**config.mk**
```make
export PLATFORM = sky130hd
export DESIGN_NAME = c_comment_stripper
export DESIGN_NICKNAME = d
export VERILOG_FILES = /design/src/ccs_pkg.sv /design/src/ccs_front.sv /design/src/ccs_queue.sv /design/src/ccs_back.sv /design/src/c_comment_stripper.sv
export SDC_FILE = /design/constraint.sdc
export NUM_CORES = 1
export LEC_CHECK = 0
export ABC_CLOCK_PERIOD_IN_PS = 6600
export BUFFER_PORTS_ARGS = -buffer_cell sky130_fd_sc_hd__buf_2
export CAP_MARGIN = 5
export CELL_PAD_IN_SITES_DETAIL_PLACEMENT = 1
export CELL_PAD_IN_SITES_GLOBAL_PLACEMENT = 1
export CORE_UTILIZATION = 44
export DETAILED_ROUTE_END_ITERATION = 8
export PLACE_DENSITY = 0.76
export SYNTH_ARGS = -nofsm -noshare
export SYNTH_HDL_FRONTEND = slang
export SYNTH_SLANG_ARGS = --single-unit
```
**constraint.sdc**
```tcl
create_clock -name clk -period 6.6 [get_ports clk]
set_input_delay 0.66 -clock clk [delete_from_list [all_inputs] [get_ports clk]]
set_output_delay 0.66 -clock clk [all_outputs]
set_load 0.02 [all_outputs]
```
**src/ccs_pkg.sv**
```systemverilog
// ---------------------------------------------------------------------------
// ccs_pkg: shared types and constants for the C comment stripper
// Scan modes, character codes, beat payloads and the front-to-back entry.
// ---------------------------------------------------------------------------
`default_nettype none

package ccs_pkg;

  // character codes
  localparam logic [7:0] CH_STAR   = 8'h2A;
  localparam logic [7:0] CH_SLASH  = 8'h2F;
  localparam logic [7:0] CH_NL     = 8'h0A;
  localparam logic [7:0] CH_SPACE  = 8'h20;
  localparam logic [7:0] CH_DQUOTE = 8'h22;
  localparam logic [7:0] CH_SQUOTE = 8'h27;
  localparam logic [7:0] CH_BSLASH = 8'h5C;

  // entry queue between front and back
  localparam int QDEPTH = 4;
  localparam int QAW    = $clog2(QDEPTH);

  // scanner modes
  typedef enum logic [3:0] {
    MODE_CODE       = 4'd0,
    MODE_SLASH      = 4'd1,
    MODE_LINE       = 4'd2,
    MODE_BLOCK      = 4'd3,
    MODE_BLOCK_STAR = 4'd4,
    MODE_STR        = 4'd5,
    MODE_STR_ESC    = 4'd6,
    MODE_CHR        = 4'd7,
    MODE_CHR_ESC    = 4'd8
  } mode_t;

  // input beat
  typedef struct packed {
    logic [7:0] in_byte;
    logic       end_of_text;
  } in_beat_t;

  // result beat
  typedef struct packed {
    logic [7:0] out_byte;
    logic       byte_valid;
    logic       run_last;
    logic       text_done;
  } out_beat_t;

  // one classified input: up to two result bytes
  typedef struct packed {
    logic       two_res;
    logic       has_byte;
    logic       done;
    logic [7:0] first_byte;
    logic [7:0] second_byte;
  } entry_t;

  // queue status seen by the top level and back
  typedef struct packed {
    logic full;
    logic nonempty;
  } q_stat_t;

endpackage

`default_nettype wire

```
**src/ccs_front.sv**
```systemverilog
// ---------------------------------------------------------------------------
// ccs_front: byte classifier
// Runs the scan-mode state machine on each accepted byte and pushes the
// resulting bytes, if any, and the end-of-text flag into the entry queue as one entry.
// ---------------------------------------------------------------------------
`default_nettype none

module ccs_front
  import ccs_pkg::*;
(
  input  wire logic     clk,
  input  wire logic     rst_n,
  input  wire logic     in_acc,
  input  wire in_beat_t in_data,
  output logic          push,
  output entry_t        push_entry,
  output mode_t         scan_mode
);

  mode_t      mode_r, mode_nxt, mode_scan;
  logic [1:0] n_emit;
  logic [7:0] e0, e1;
  logic [7:0] c;

  assign c         = in_data.in_byte;
  assign scan_mode = mode_r;

  // mode register
  always_ff @(posedge clk) begin
    if (!rst_n) begin
      mode_r <= MODE_CODE;
    end else if (in_acc) begin
      mode_r <= mode_nxt;
    end
  end

  // per-byte decision
  always_comb begin
    mode_scan = mode_r;
    n_emit    = 2'd0;
    e0        = 8'h00;
    e1        = 8'h00;
    unique case (mode_r)
      MODE_SLASH: begin
        if (c == CH_SLASH) begin
          mode_scan = MODE_LINE;
        end else if (c == CH_STAR) begin
          mode_scan = MODE_BLOCK;
        end else begin
          // held slash goes out first, then the byte as plain code
          e0     = CH_SLASH;
          e1     = c;
          n_emit = 2'd2;
          if (c == CH_DQUOTE) begin
            mode_scan = MODE_STR;
          end else if (c == CH_SQUOTE) begin
            mode_scan = MODE_CHR;
          end else begin
            mode_scan = MODE_CODE;
          end
        end
      end
      MODE_LINE: begin
        if (c == CH_NL) begin
          e0        = c;
          n_emit    = 2'd1;
          mode_scan = MODE_CODE;
        end
      end
      MODE_BLOCK, MODE_BLOCK_STAR: begin
        if (mode_r == MODE_BLOCK_STAR && c == CH_SLASH) begin
          e0        = CH_SPACE;
          n_emit    = 2'd1;
          mode_scan = MODE_CODE;
        end else if (c == CH_STAR) begin
          mode_scan = MODE_BLOCK_STAR;
        end else begin
          if (c == CH_NL) begin
            e0     = c;
            n_emit = 2'd1;
          end
          mode_scan = MODE_BLOCK;
        end
      end
      MODE_STR: begin
        e0     = c;
        n_emit = 2'd1;
        if (c == CH_BSLASH) begin
          mode_scan = MODE_STR_ESC;
        end else if (c == CH_DQUOTE) begin
          mode_scan = MODE_CODE;
        end
      end
      MODE_STR_ESC: begin
        e0        = c;
        n_emit    = 2'd1;
        mode_scan = MODE_STR;
      end
      MODE_CHR: begin
        e0     = c;
        n_emit = 2'd1;
        if (c == CH_BSLASH) begin
          mode_scan = MODE_CHR_ESC;
        end else if (c == CH_SQUOTE) begin
          mode_scan = MODE_CODE;
        end
      end
      MODE_CHR_ESC: begin
        e0        = c;
        n_emit    = 2'd1;
        mode_scan = MODE_CHR;
      end
      default: begin
        // normal code
        if (c == CH_SLASH) begin
          mode_scan = MODE_SLASH;
        end else begin
          e0     = c;
          n_emit = 2'd1;
          if (c == CH_DQUOTE) begin
            mode_scan = MODE_STR;
          end else if (c == CH_SQUOTE) begin
            mode_scan = MODE_CHR;
          end else begin
            mode_scan = MODE_CODE;
          end
        end
      end
    endcase

    // end of text: flush a held slash and fall back to code
    mode_nxt = mode_scan;
    if (in_data.end_of_text) begin
      if (mode_scan == MODE_SLASH) begin
        if (n_emit == 2'd0) begin
          e0     = CH_SLASH;
          n_emit = 2'd1;
        end else begin
          e1     = CH_SLASH;
          n_emit = 2'd2;
        end
      end
      mode_nxt = MODE_CODE;
    end
  end

  // entry toward the back
  always_comb begin
    push                   = in_acc && ((n_emit != 2'd0) || in_data.end_of_text);
    push_entry.two_res     = (n_emit == 2'd2);
    push_entry.has_byte    = (n_emit != 2'd0);
    push_entry.done        = in_data.end_of_text;
    push_entry.first_byte  = e0;
    push_entry.second_byte = e1;
  end

endmodule

`default_nettype wire

```
**src/ccs_queue.sv**
```systemverilog
// ---------------------------------------------------------------------------
// ccs_queue: entry queue
// Small fifo that decouples the classifier from the result sequencer.
// ---------------------------------------------------------------------------
`default_nettype none

module ccs_queue
  import ccs_pkg::*;
(
  input  wire logic   clk,
  input  wire logic   rst_n,
  input  wire logic   push,
  input  wire entry_t push_entry,
  input  wire logic   pop,
  output entry_t      head,
  output q_stat_t     stat
);

  entry_t           mem [QDEPTH];
  logic [QAW-1:0]   wr_ptr_r, rd_ptr_r;
  logic [QAW:0]     count_r, count_nxt;
  logic             do_push, do_pop;

  assign stat.full     = (count_r == (QAW+1)'(QDEPTH));
  assign stat.nonempty = (count_r != '0);
  assign do_push       = push && !stat.full;
  assign do_pop        = pop && stat.nonempty;
  assign head          = mem[rd_ptr_r];

  // storage
  always_ff @(posedge clk) begin
    if (do_push) begin
      mem[wr_ptr_r] <= push_entry;
    end
  end

  // occupancy
  always_comb begin
    count_nxt = count_r;
    if (do_push && !do_pop) begin
      count_nxt = count_r + 1'b1;
    end else if (do_pop && !do_push) begin
      count_nxt = count_r - 1'b1;
    end
  end

  // pointers
  always_ff @(posedge clk) begin
    if (!rst_n) begin
      wr_ptr_r <= '0;
      rd_ptr_r <= '0;
      count_r  <= '0;
    end else begin
      if (do_push) begin
        wr_ptr_r <= wr_ptr_r + 1'b1;
      end
      if (do_pop) begin
        rd_ptr_r <= rd_ptr_r + 1'b1;
      end
      count_r <= count_nxt;
    end
  end

endmodule

`default_nettype wire

```
**src/ccs_back.sv**
```systemverilog
// ---------------------------------------------------------------------------
// ccs_back: result sequencer
// Turns each queued entry into one or two result beats through an output
// register.
// ---------------------------------------------------------------------------
`default_nettype none

module ccs_back
  import ccs_pkg::*;
(
  input  wire logic    clk,
  input  wire logic    rst_n,
  input  wire entry_t  head,
  input  wire q_stat_t stat,
  output logic         pop,
  output logic         out_valid,
  input  wire logic    out_stall,
  output out_beat_t    out_data,
  output logic         second_phase
);

  logic      out_valid_r, out_valid_nxt;
  out_beat_t out_data_r, out_data_nxt;
  logic      phase_r, phase_nxt;
  logic      load;

  assign out_valid    = out_valid_r;
  assign out_data     = out_data_r;
  assign second_phase = phase_r;
  assign load         = !out_valid_r || !out_stall;

  // next beat selection
  always_comb begin
    out_valid_nxt = out_valid_r;
    out_data_nxt  = out_data_r;
    phase_nxt     = phase_r;
    pop           = 1'b0;
    if (load) begin
      out_valid_nxt = stat.nonempty;
      if (stat.nonempty) begin
        if (head.two_res && !phase_r) begin
          // first of two bytes
          out_data_nxt.out_byte   = head.first_byte;
          out_data_nxt.byte_valid = 1'b1;
          out_data_nxt.run_last   = 1'b0;
          out_data_nxt.text_done  = 1'b0;
          phase_nxt               = 1'b1;
        end else begin
          // single byte, second byte or empty end marker
          out_data_nxt.out_byte   = phase_r ? head.second_byte : head.first_byte;
          out_data_nxt.byte_valid = head.has_byte;
          out_data_nxt.run_last   = 1'b1;
          out_data_nxt.text_done  = head.done;
          phase_nxt               = 1'b0;
          pop                     = 1'b1;
        end
      end
    end
  end

  // output register
  always_ff @(posedge clk) begin
    if (!rst_n) begin
      out_valid_r <= 1'b0;
      phase_r     <= 1'b0;
    end else begin
      out_valid_r <= out_valid_nxt;
      phase_r     <= phase_nxt;
    end
  end

  always_ff @(posedge clk) begin
    out_data_r <= out_data_nxt;
  end

endmodule

`default_nettype wire

```
**src/c_comment_stripper.sv**
```systemverilog
// ---------------------------------------------------------------------------
// c_comment_stripper: C comment removal
// Strips line and block comments from a byte stream, keeping literals.
// ---------------------------------------------------------------------------
//  channel  ports                          beat
//  input    in_valid in_stall in_data      in_byte, end_of_text
//  result   out_valid out_stall out_data   out_byte, byte_valid, run_last,
//                                          text_done
//
//  one input byte is classified per cycle while in_stall is low; its first
//  result is written into the queue when the byte is accepted and then
//  passes through the output register to out_valid
//  a two-result byte holds the sequencer for both results; the held slash
//  before it yielded none, so with out_stall low one byte per cycle is sustained
//  in_stall rises only when the four-entry queue is full
//  synchronous active-low reset returns the scanner to normal code and
//  empties the queue
// ---------------------------------------------------------------------------
`default_nettype none

module c_comment_stripper
  import ccs_pkg::*;
(
  input  wire logic      clk,
  input  wire logic      rst_n,
  input  wire logic      in_valid,
  output logic           in_stall,
  input  wire in_beat_t  in_data,
  output logic           out_valid,
  input  wire logic      out_stall,
  output out_beat_t      out_data
);

  logic    in_acc;
  logic    push, pop;
  entry_t  push_entry, head;
  q_stat_t stat;
  mode_t   scan_mode;
  logic    second_phase;

  // input handshake
  assign in_stall = stat.full;
  assign in_acc   = in_valid && !in_stall;

  ccs_front u_front (
    .clk        (clk),
    .rst_n      (rst_n),
    .in_acc     (in_acc),
    .in_data    (in_data),
    .push       (push),
    .push_entry (push_entry),
    .scan_mode  (scan_mode)
  );

  ccs_queue u_queue (
    .clk        (clk),
    .rst_n      (rst_n),
    .push       (push),
    .push_entry (push_entry),
    .pop        (pop),
    .head       (head),
    .stat       (stat)
  );

  ccs_back u_back (
    .clk          (clk),
    .rst_n        (rst_n),
    .head         (head),
    .stat         (stat),
    .pop          (pop),
    .out_valid    (out_valid),
    .out_stall    (out_stall),
    .out_data     (out_data),
    .second_phase (second_phase)
  );

  // end of text always leaves the scanner in normal code
  a_eot_mode: assert property (@(posedge clk) disable iff (!rst_n)
    (in_acc && in_data.end_of_text) |=> (scan_mode == MODE_CODE))
    else $error("scanner not back in code mode after end of text");

  // an empty beat is only the end marker
  a_empty_beat: assert property (@(posedge clk) disable iff (!rst_n)
    (out_valid && !out_data.byte_valid) |->
      (out_data.run_last && out_data.text_done && (out_data.out_byte == 8'h00)))
    else $error("empty result beat that is not an end marker");

  // text end only on the last beat of an input
  a_done_last: assert property (@(posedge clk) disable iff (!rst_n)
    (out_valid && out_data.text_done) |-> out_data.run_last)
    else $error("text_done without run_last");

  // second half pending means its entry is still queued
  a_phase_head: assert property (@(posedge clk) disable iff (!rst_n)
    second_phase |-> (stat.nonempty && head.two_res))
    else $error("second result pending without a two-byte entry");

endmodule

`default_nettype wire
```
# Yosys cells after proc, flatten, opt, wreduce, memory -nomap -nowiden
# Memories as Yosys holds them, arrays and structs flattened. A register that Yosys moved wholly into a read port is not among the register bits.
# Cells that the tools add are included.
dict set report totals {
  mem_count 1
  output_inout_bits 13
  reg_bits 24
  in_bits 13
  wordCells 107
  mem_bits_rw 76
}
# memory words width rd rd_ports_with_merged_regs wr line_no
set memory_table {}
lappend memory_table {u_queue.mem 4 19 1 1 1 ccs_queue.sv:19} ;# entry_t mem [QDEPTH];
dict set report classes {
  mux 52
  n_addsub 4
  reduce_logical 23
  eq_ne 17
}
# cell count
set op_table {}
lappend op_table {{$mux W8} 15}
lappend op_table {{$mux W4} 11}
lappend op_table {{$eq A8 B6 Y1 const B} 4}
lappend op_table {{$pmux W8 S4} 1}
lappend op_table {{$pmux W4 S7} 1}
lappend op_table {{$eq A4 B3 Y1 const B} 4}
lappend op_table {{$mux W2} 8}
lappend op_table {{$mux W3} 4}
lappend op_table {{$mux W11} 1}
lappend op_table {{$mux W1} 9}
lappend op_table {{$eq A4 B1 Y1 const B} 2}
lappend op_table {{$eq A4 B2 Y1 const B} 2}
lappend op_table {{$eq A8 B4 Y1 const B} 1}
lappend op_table {{$eq A8 B7 Y1 const B} 1}
lappend op_table {{$logic_and A1 B1 Y1} 8}
lappend op_table {{$pmux W2 S4} 1}
lappend op_table {{$logic_not A1 Y1} 6}
lappend op_table {{$mux W6} 1}
lappend op_table {{$add A2 B1 Y2 const B} 2}
lappend op_table {{$eq A4 B4 Y1 const B} 1}
lappend op_table {{$reduce_bool A2 Y1} 2}
lappend op_table {{$reduce_or A4 Y1} 1}
lappend op_table {{$add A3 B1 Y3 const B} 1}
lappend op_table {{$eq A3 B3 Y1 const B} 1}
lappend op_table {{7 further kinds} 8}

# Longest topological paths before layout
dict set report depth {
  word_depth 17
  ltp_mapped 13
}

# Cells and area by module
# Synthesis repeated with hierarchy kept, for this count alone.
dict set report hier_totals {
  hier_cells 301
  area_unflattened_um2 4714.5
}
# mod cells_per_inst n_inst area_per_inst_um2 seq_area_each_um2
set modules_own_cells {}
lappend modules_own_cells {ccs_queue 147 1 3275.6 2462.4}
lappend modules_own_cells {ccs_front 121 1 854.6 80.1}
lappend modules_own_cells {ccs_back 32 1 570.5 370.4}
lappend modules_own_cells {c_comment_stripper 1 1 13.8 0.0}

# Least setup slack after synthesis
# Ideal clock, no wire load.
dict set report synth_path {
  path_type {input-to-reg}
  from {in in_data[1] (netlist name)}
  to {reg u_queue.count_r[2]}
  setup_ns 0.070
  path_slack_ns 3.113
  path_stages 11
  arrival_ns 3.417
  path_cell_list {or4b_4 -> or3_1 -> a221oi_1 -> nand2_1 -> a31oi_4 -> ha_1 -> inv_1 -> fa_1 -> xor2_1 -> or3_1 -> a21oi_1}
}
dict set report synth_via {
  elab_chain_len 16
}
# item line_no
set synth_lines {}
lappend synth_lines {{start: declaration} c_comment_stripper.sv:28} ;# input wire in_beat_t in_data,
lappend synth_lines {{$eq A8 B6 Y1 or $eq A8 B4 Y1 (tied branches)} n/a}
lappend synth_lines {{$mux W3 or $mux W1 (tied branches)} n/a}
lappend synth_lines {{$mux W4 or $mux W1 (tied branches)} {ccs_front.sv:54, ccs_front.sv:75}}
lappend synth_lines {{$mux W4 or $mux W2 (tied branches)} {ccs_front.sv:47, ccs_front.sv:71}}
lappend synth_lines {{$mux W4 or $pmux W2 S4 (tied branches)} {ccs_front.sv:45, ccs_front.sv:43}}
lappend synth_lines {{$pmux W4 S7 or $logic_not A2 Y1 (tied branches)} {ccs_front.sv:43, ccs_front.sv:135}}
lappend synth_lines {{$eq A4 B1 Y1 or $mux W2 (tied branches)} {ccs_front.sv:134, ccs_front.sv:135}}
lappend synth_lines {{$mux W2} ccs_front.sv:134} ;# if (mode_scan == MODE_SLASH) begin
lappend synth_lines {{$mux W2 (*)} ccs_front.sv:133} ;# if (in_data.end_of_text) begin
lappend synth_lines {{$reduce_bool A2 Y1 (*)} ccs_front.sv:149} ;# push = in_acc && ((n_emit != 2'd0) || in_data.end_of_text);
lappend synth_lines {{$logic_or A1 B1 Y1 (*)} ccs_front.sv:149}
lappend synth_lines {{$logic_and A1 B1 Y1 (*)} ccs_front.sv:149}
lappend synth_lines {{$logic_and A1 B1 Y1 (*)} ccs_queue.sv:26} ;# assign do_push = push && !stat.full;
lappend synth_lines {{named net u_queue.do_push} ccs_queue.sv:22} ;# logic do_push, do_pop;
lappend synth_lines {{$logic_not A1 Y1} ccs_queue.sv:42} ;# end else if (do_pop && !do_push) begin
lappend synth_lines {{$logic_and A1 B1 Y1} ccs_queue.sv:42}
lappend synth_lines {{$reduce_bool A2 Y1 (no source line)} n/a}
lappend synth_lines {{end signal: assignment} ccs_queue.sv:60} ;# count_r <= count_nxt;
lappend synth_lines {{end: declaration} ccs_queue.sv:21} ;# logic [QAW:0] count_r, count_nxt;
# Mark *: on every way through the listed nets, which the timed path passes. The rest lies on a longest branch.
# A chain may end at the register's enable or synchronous reset.

# Final worst setup path
# Same ends and word-level chain as after synthesis.

==> results.py <==
metrics = {
    "finish": {
        "seq_area_sq_um": 2910,
        "stdcell_count": 475,
        "fill_cells": 1035,
        "syn_to_final_growth_pct": 9.51,
        "n_antenna_cell": 0,
        "final_util_pct": 49.4,
        "drive_above_1_share_pct": 24.2,
        "multi_input_area_sq_um": 1620,
        "finish.net_count": 353,
    },
    "synthesis": {
        "yosys.area.top_type": "edfxtp_1",
        "synth_area_per_cell_sq_um": 14.8,
        "synthesis.area_sq_um": 4630,
        "synth_nets": 332,
        "synth_seq_cells": 102,
        "synthArstFlopShare_pct": 0,
        "netlist_top_cells_area": "edfxtp_1 (56%), mux4_2 (9.2%), dfxtp_1 (6.5%)",
        "syn_inst": 313,
        "yosys.area.top_type_share_pct": 56.4,
        "synth-main-ff-cell": "edfxtp_1",
        "ys_warn_count": 0,
        "yosysSeqAreaShare_pct": 62.9,
        "ys_types": 59,
        "synth_edf_count": 87,
    },
    "clock_tree": {
        "cts_resized": 0,
        "holdBufCountCts": 0,
        "htree_levels": 3,
        "cts_setup_buffers": 0,
        "cts_buffer_depth": 2,
        "cts_sinks": 102,
        "clk_pin_slew_ns": 0.10,
        "clockRootBuffer": "clkbuf_8",
        "clock_latency_ns": 0.36,
        "cts_tree": "done",
        "cts_buffers": 9,
    },
    "critical_path": {
        "critPathArrivalTime_ns": 3.85,
        "reg2reg_depth": 11,
        "path_class": "primary input to flop",
        "critPathCaptureType": "flop",
        "cp_max_fo": 11,
        "rr_endpoint": "u_queue.count_r[2]",
        "cp_slowest_stage_delay_ns": 0.58,
        "r2r_start": "u_front.scan_mode[0]",
        "cp_slowest_cell": "or4b_4",
        "cp_data_required_time_ns": 6.90,
        "r2r_slack_ns": 3.28,
        "path_cells": "buf_2 > or4b_4 > or3_1 > a221oi_1 > nand2_1 > a31oi_4 > ha_1 > inv_1 > fa_1 > xor2_1 > or3_1 > a21oi_1",
        "start_kind": "primary input",
        "crit_top_cell": "or3_1",
    },
    "place": {
        "io_buffer_count": 25,
        "gp_congestion": 0.895,
        "placed_cells": 459,
        "dpl.hpwl_mm": 6.60,
    },
    "global_route": {
        "groute.usage.overall_pct": 18.4,
        "antenna_found_initial": 0,
        "grt_max_degree": 22,
        "grt_pass1_vias": 2861,
        "globalRouteOverflowTotal": 0,
        "grt_first_pass_wirelength_mm": 15.0,
    },
    "floorplanning": {
        "die_h_um": 105,
        "io_pins": 26,
        "die_area_sq_um": 10900,
        "rows": 37,
        "start_util_pct": 45.1,
        "chipWidth_um": 105,
        "core_sq_um": 10300,
    },
    "sta": {
        "hold_viol_final": 0,
        "tns_ns": 0,
        "skew_ns": 0.0148,
        "slew_viol_final": 0,
        "fmax_mhz": 282,
        "fin_crit_sh_pct": 53.8,
        "relSlewSlack_pct": 31.2,
        "worst_pin_slew_ns": 1.03,
        "period_minus_slack_ns": 3.55,
        "rsz0062_at_grt": "no",
        "setup_viol": 0,
    },
    "power": {
        "clockPowerShare_pct": 22.9,
        "pwr-share-comb_pct": 26.0,
        "p_sw_share_pct": 29.5,
        "p_total_w": 0.00169,
        "pwr-share-seq_pct": 51.1,
        "cellLeakagePower_nw": 1.72,
        "powerDensity_nw_per_um2": 334,
        "ir_drop_mv": 0.118,
        "p_sw_w": 0.000499,
        "power.internal_w": 0.00120,
    },
    "hold_path": {
        "worstHoldStart": "u_back.out_valid",
        "hp-class": "flop to flop",
        "min_to": "u_back.out_valid",
        "hold_path_depth": 2,
    },
    "run": {
        "cap_viol_max_count": 0,
    },
    "drt": {
        "drt_iter0_markers": 131,
        "drc": 0,
        "postRouteAntennaNets": 0,
        "firstDrtPassIters": 4,
        "vias_per_cell": 5.65,
        "wl_mm": 9.47,
        "vias": 2686,
        "avgRoutedWirePerCell_um": 19.9,
    },
    "run_status": {
        "status": "complete, no violations",
    },
}
stage by stage:
step / hold WS (ns) / setup slack [ns] / cell area, sq um
2_1_floorplan: 0.465 / 3.11 / 4630
3_3_place_gp: 0.452 / 2.79 / 4880
3_5_place_dp: 0.477 / 2.68 / 4880
4_1_cts: 0.492 / 3.07 / 5070
5_1_grt: 0.517 / 2.88 / 5070
6_report: 0.492 / 3.05 / 5070
cell usage in the layout, fill, tap and decap left out, types with 7 or more instances in the layout:
| master | synthesis | final |
|---|---|---|
| edfxtp_1 | 87 | 87 |
| buf_2 | 5 | 25 |
| nor2_1 | 19 | 19 |
| mux4_2 | 19 | 19 |
| dfxtp_1 | 15 | 15 |
| nand2_1 | 14 | 14 |
| and2_1 | 9 | 9 |
| nor2b_1 | 9 | 9 |
| mux2_2 | 9 | 9 |
| clkbuf_8 | 0 | 9 |
| a21oi_1 | 8 | 8 |
| inv_1 | 7 | 7 |
| nor3_1 | 7 | 7 |
per-layer routing:
metal | vias to the layer above | share of wire [%] | track usage [%]
met3 | 14 | 3.2 | 2.99
met5 | - | 0 | 0
met2 | 57 | 54 | 33.3
met4 | 0 | 1.6 | 7.04
met1 | 1351 | 42 | 21.9
li1 | 1264 | - | -
area by class of cell:
class                      instances  share of cell area (%)
clock buffer                       9                    2.44
inverter                           7                   0.518
tap                              136                    3.35
multi-input combinational        186                    31.9
clock inverter                     7                    1.43
sequential                       102                    57.4
timing repair buffer              28                    2.91
sequential cells by signal, indices dropped and copies added, names as in the netlist, named ones only:
signal,flops
u_queue.mem,76
u_back.out_data,11
u_front.scan_mode,4
u_queue.count_r,3
u_queue.rd_ptr_r,2
u_queue.wr_ptr_r,2
u_back.out_valid,1
u_back.second_phase,1
cells by family after synthesis:
family          after synthesis  synth area share [%]
flops                       102                  62.9
simple gates                100                  12.7
compound gates               43                  7.24
mux                          31                  12.1
buf+inv                      25                  2.16
xor+xnor                      6                  1.13
fa+ha+maj                     6                  1.78
worst max-delay path, delay by kind of cell:
family / cells / cell delay (ns)
buf+inv: 2 / 0.24
xor+xnor: 1 / 0.16
compound gates: 3 / 0.69
simple gates: 4 / 1.44
fa+ha+maj: 2 / 0.67
how the worst max path moves through the flow:
stage	startpoint	endpoint	slack, ns
3_3_place_gp	in_data[1]	u_queue.count_r[2]	2.79
2_1_floorplan	in_data[1]	u_queue.count_r[2]	3.11
6_report	in_data[1]	u_queue.count_r[2]	3.05
4_1_cts	in_data[1]	u_queue.count_r[2]	3.07
5_1_grt	in_data[1]	u_queue.count_r[2]	2.88
3_5_place_dp	in_data[1]	u_queue.count_r[2]	2.68
cell usage after synthesis, drive strengths merged (5+ instances only):
master,number
clkbuf,12
o21ai,6
buf,6
nor3,7
mux2,9
inv,7
nor2b,9
mux4,19
and2,9
dfxtp,15
and3,6
a21oi,8
ha,5
nor2,19
nand2,14
edfxtp,87
power groups by stage:
stage / clock network (W) / logic [W] / registers, W
finish: 0.000388 / 0.000441 / 0.000866
global route: 0.000415 / 0.000485 / 0.000877
CTS: 0.000398 / 0.000451 / 0.000869
detailed placement: 0 / 0.000450 / 0.000884
global placement: 0 / 0.000433 / 0.000876
floorplan: 0 / 0.000297 / 0.000905
(Power assumes the default switching activity.)
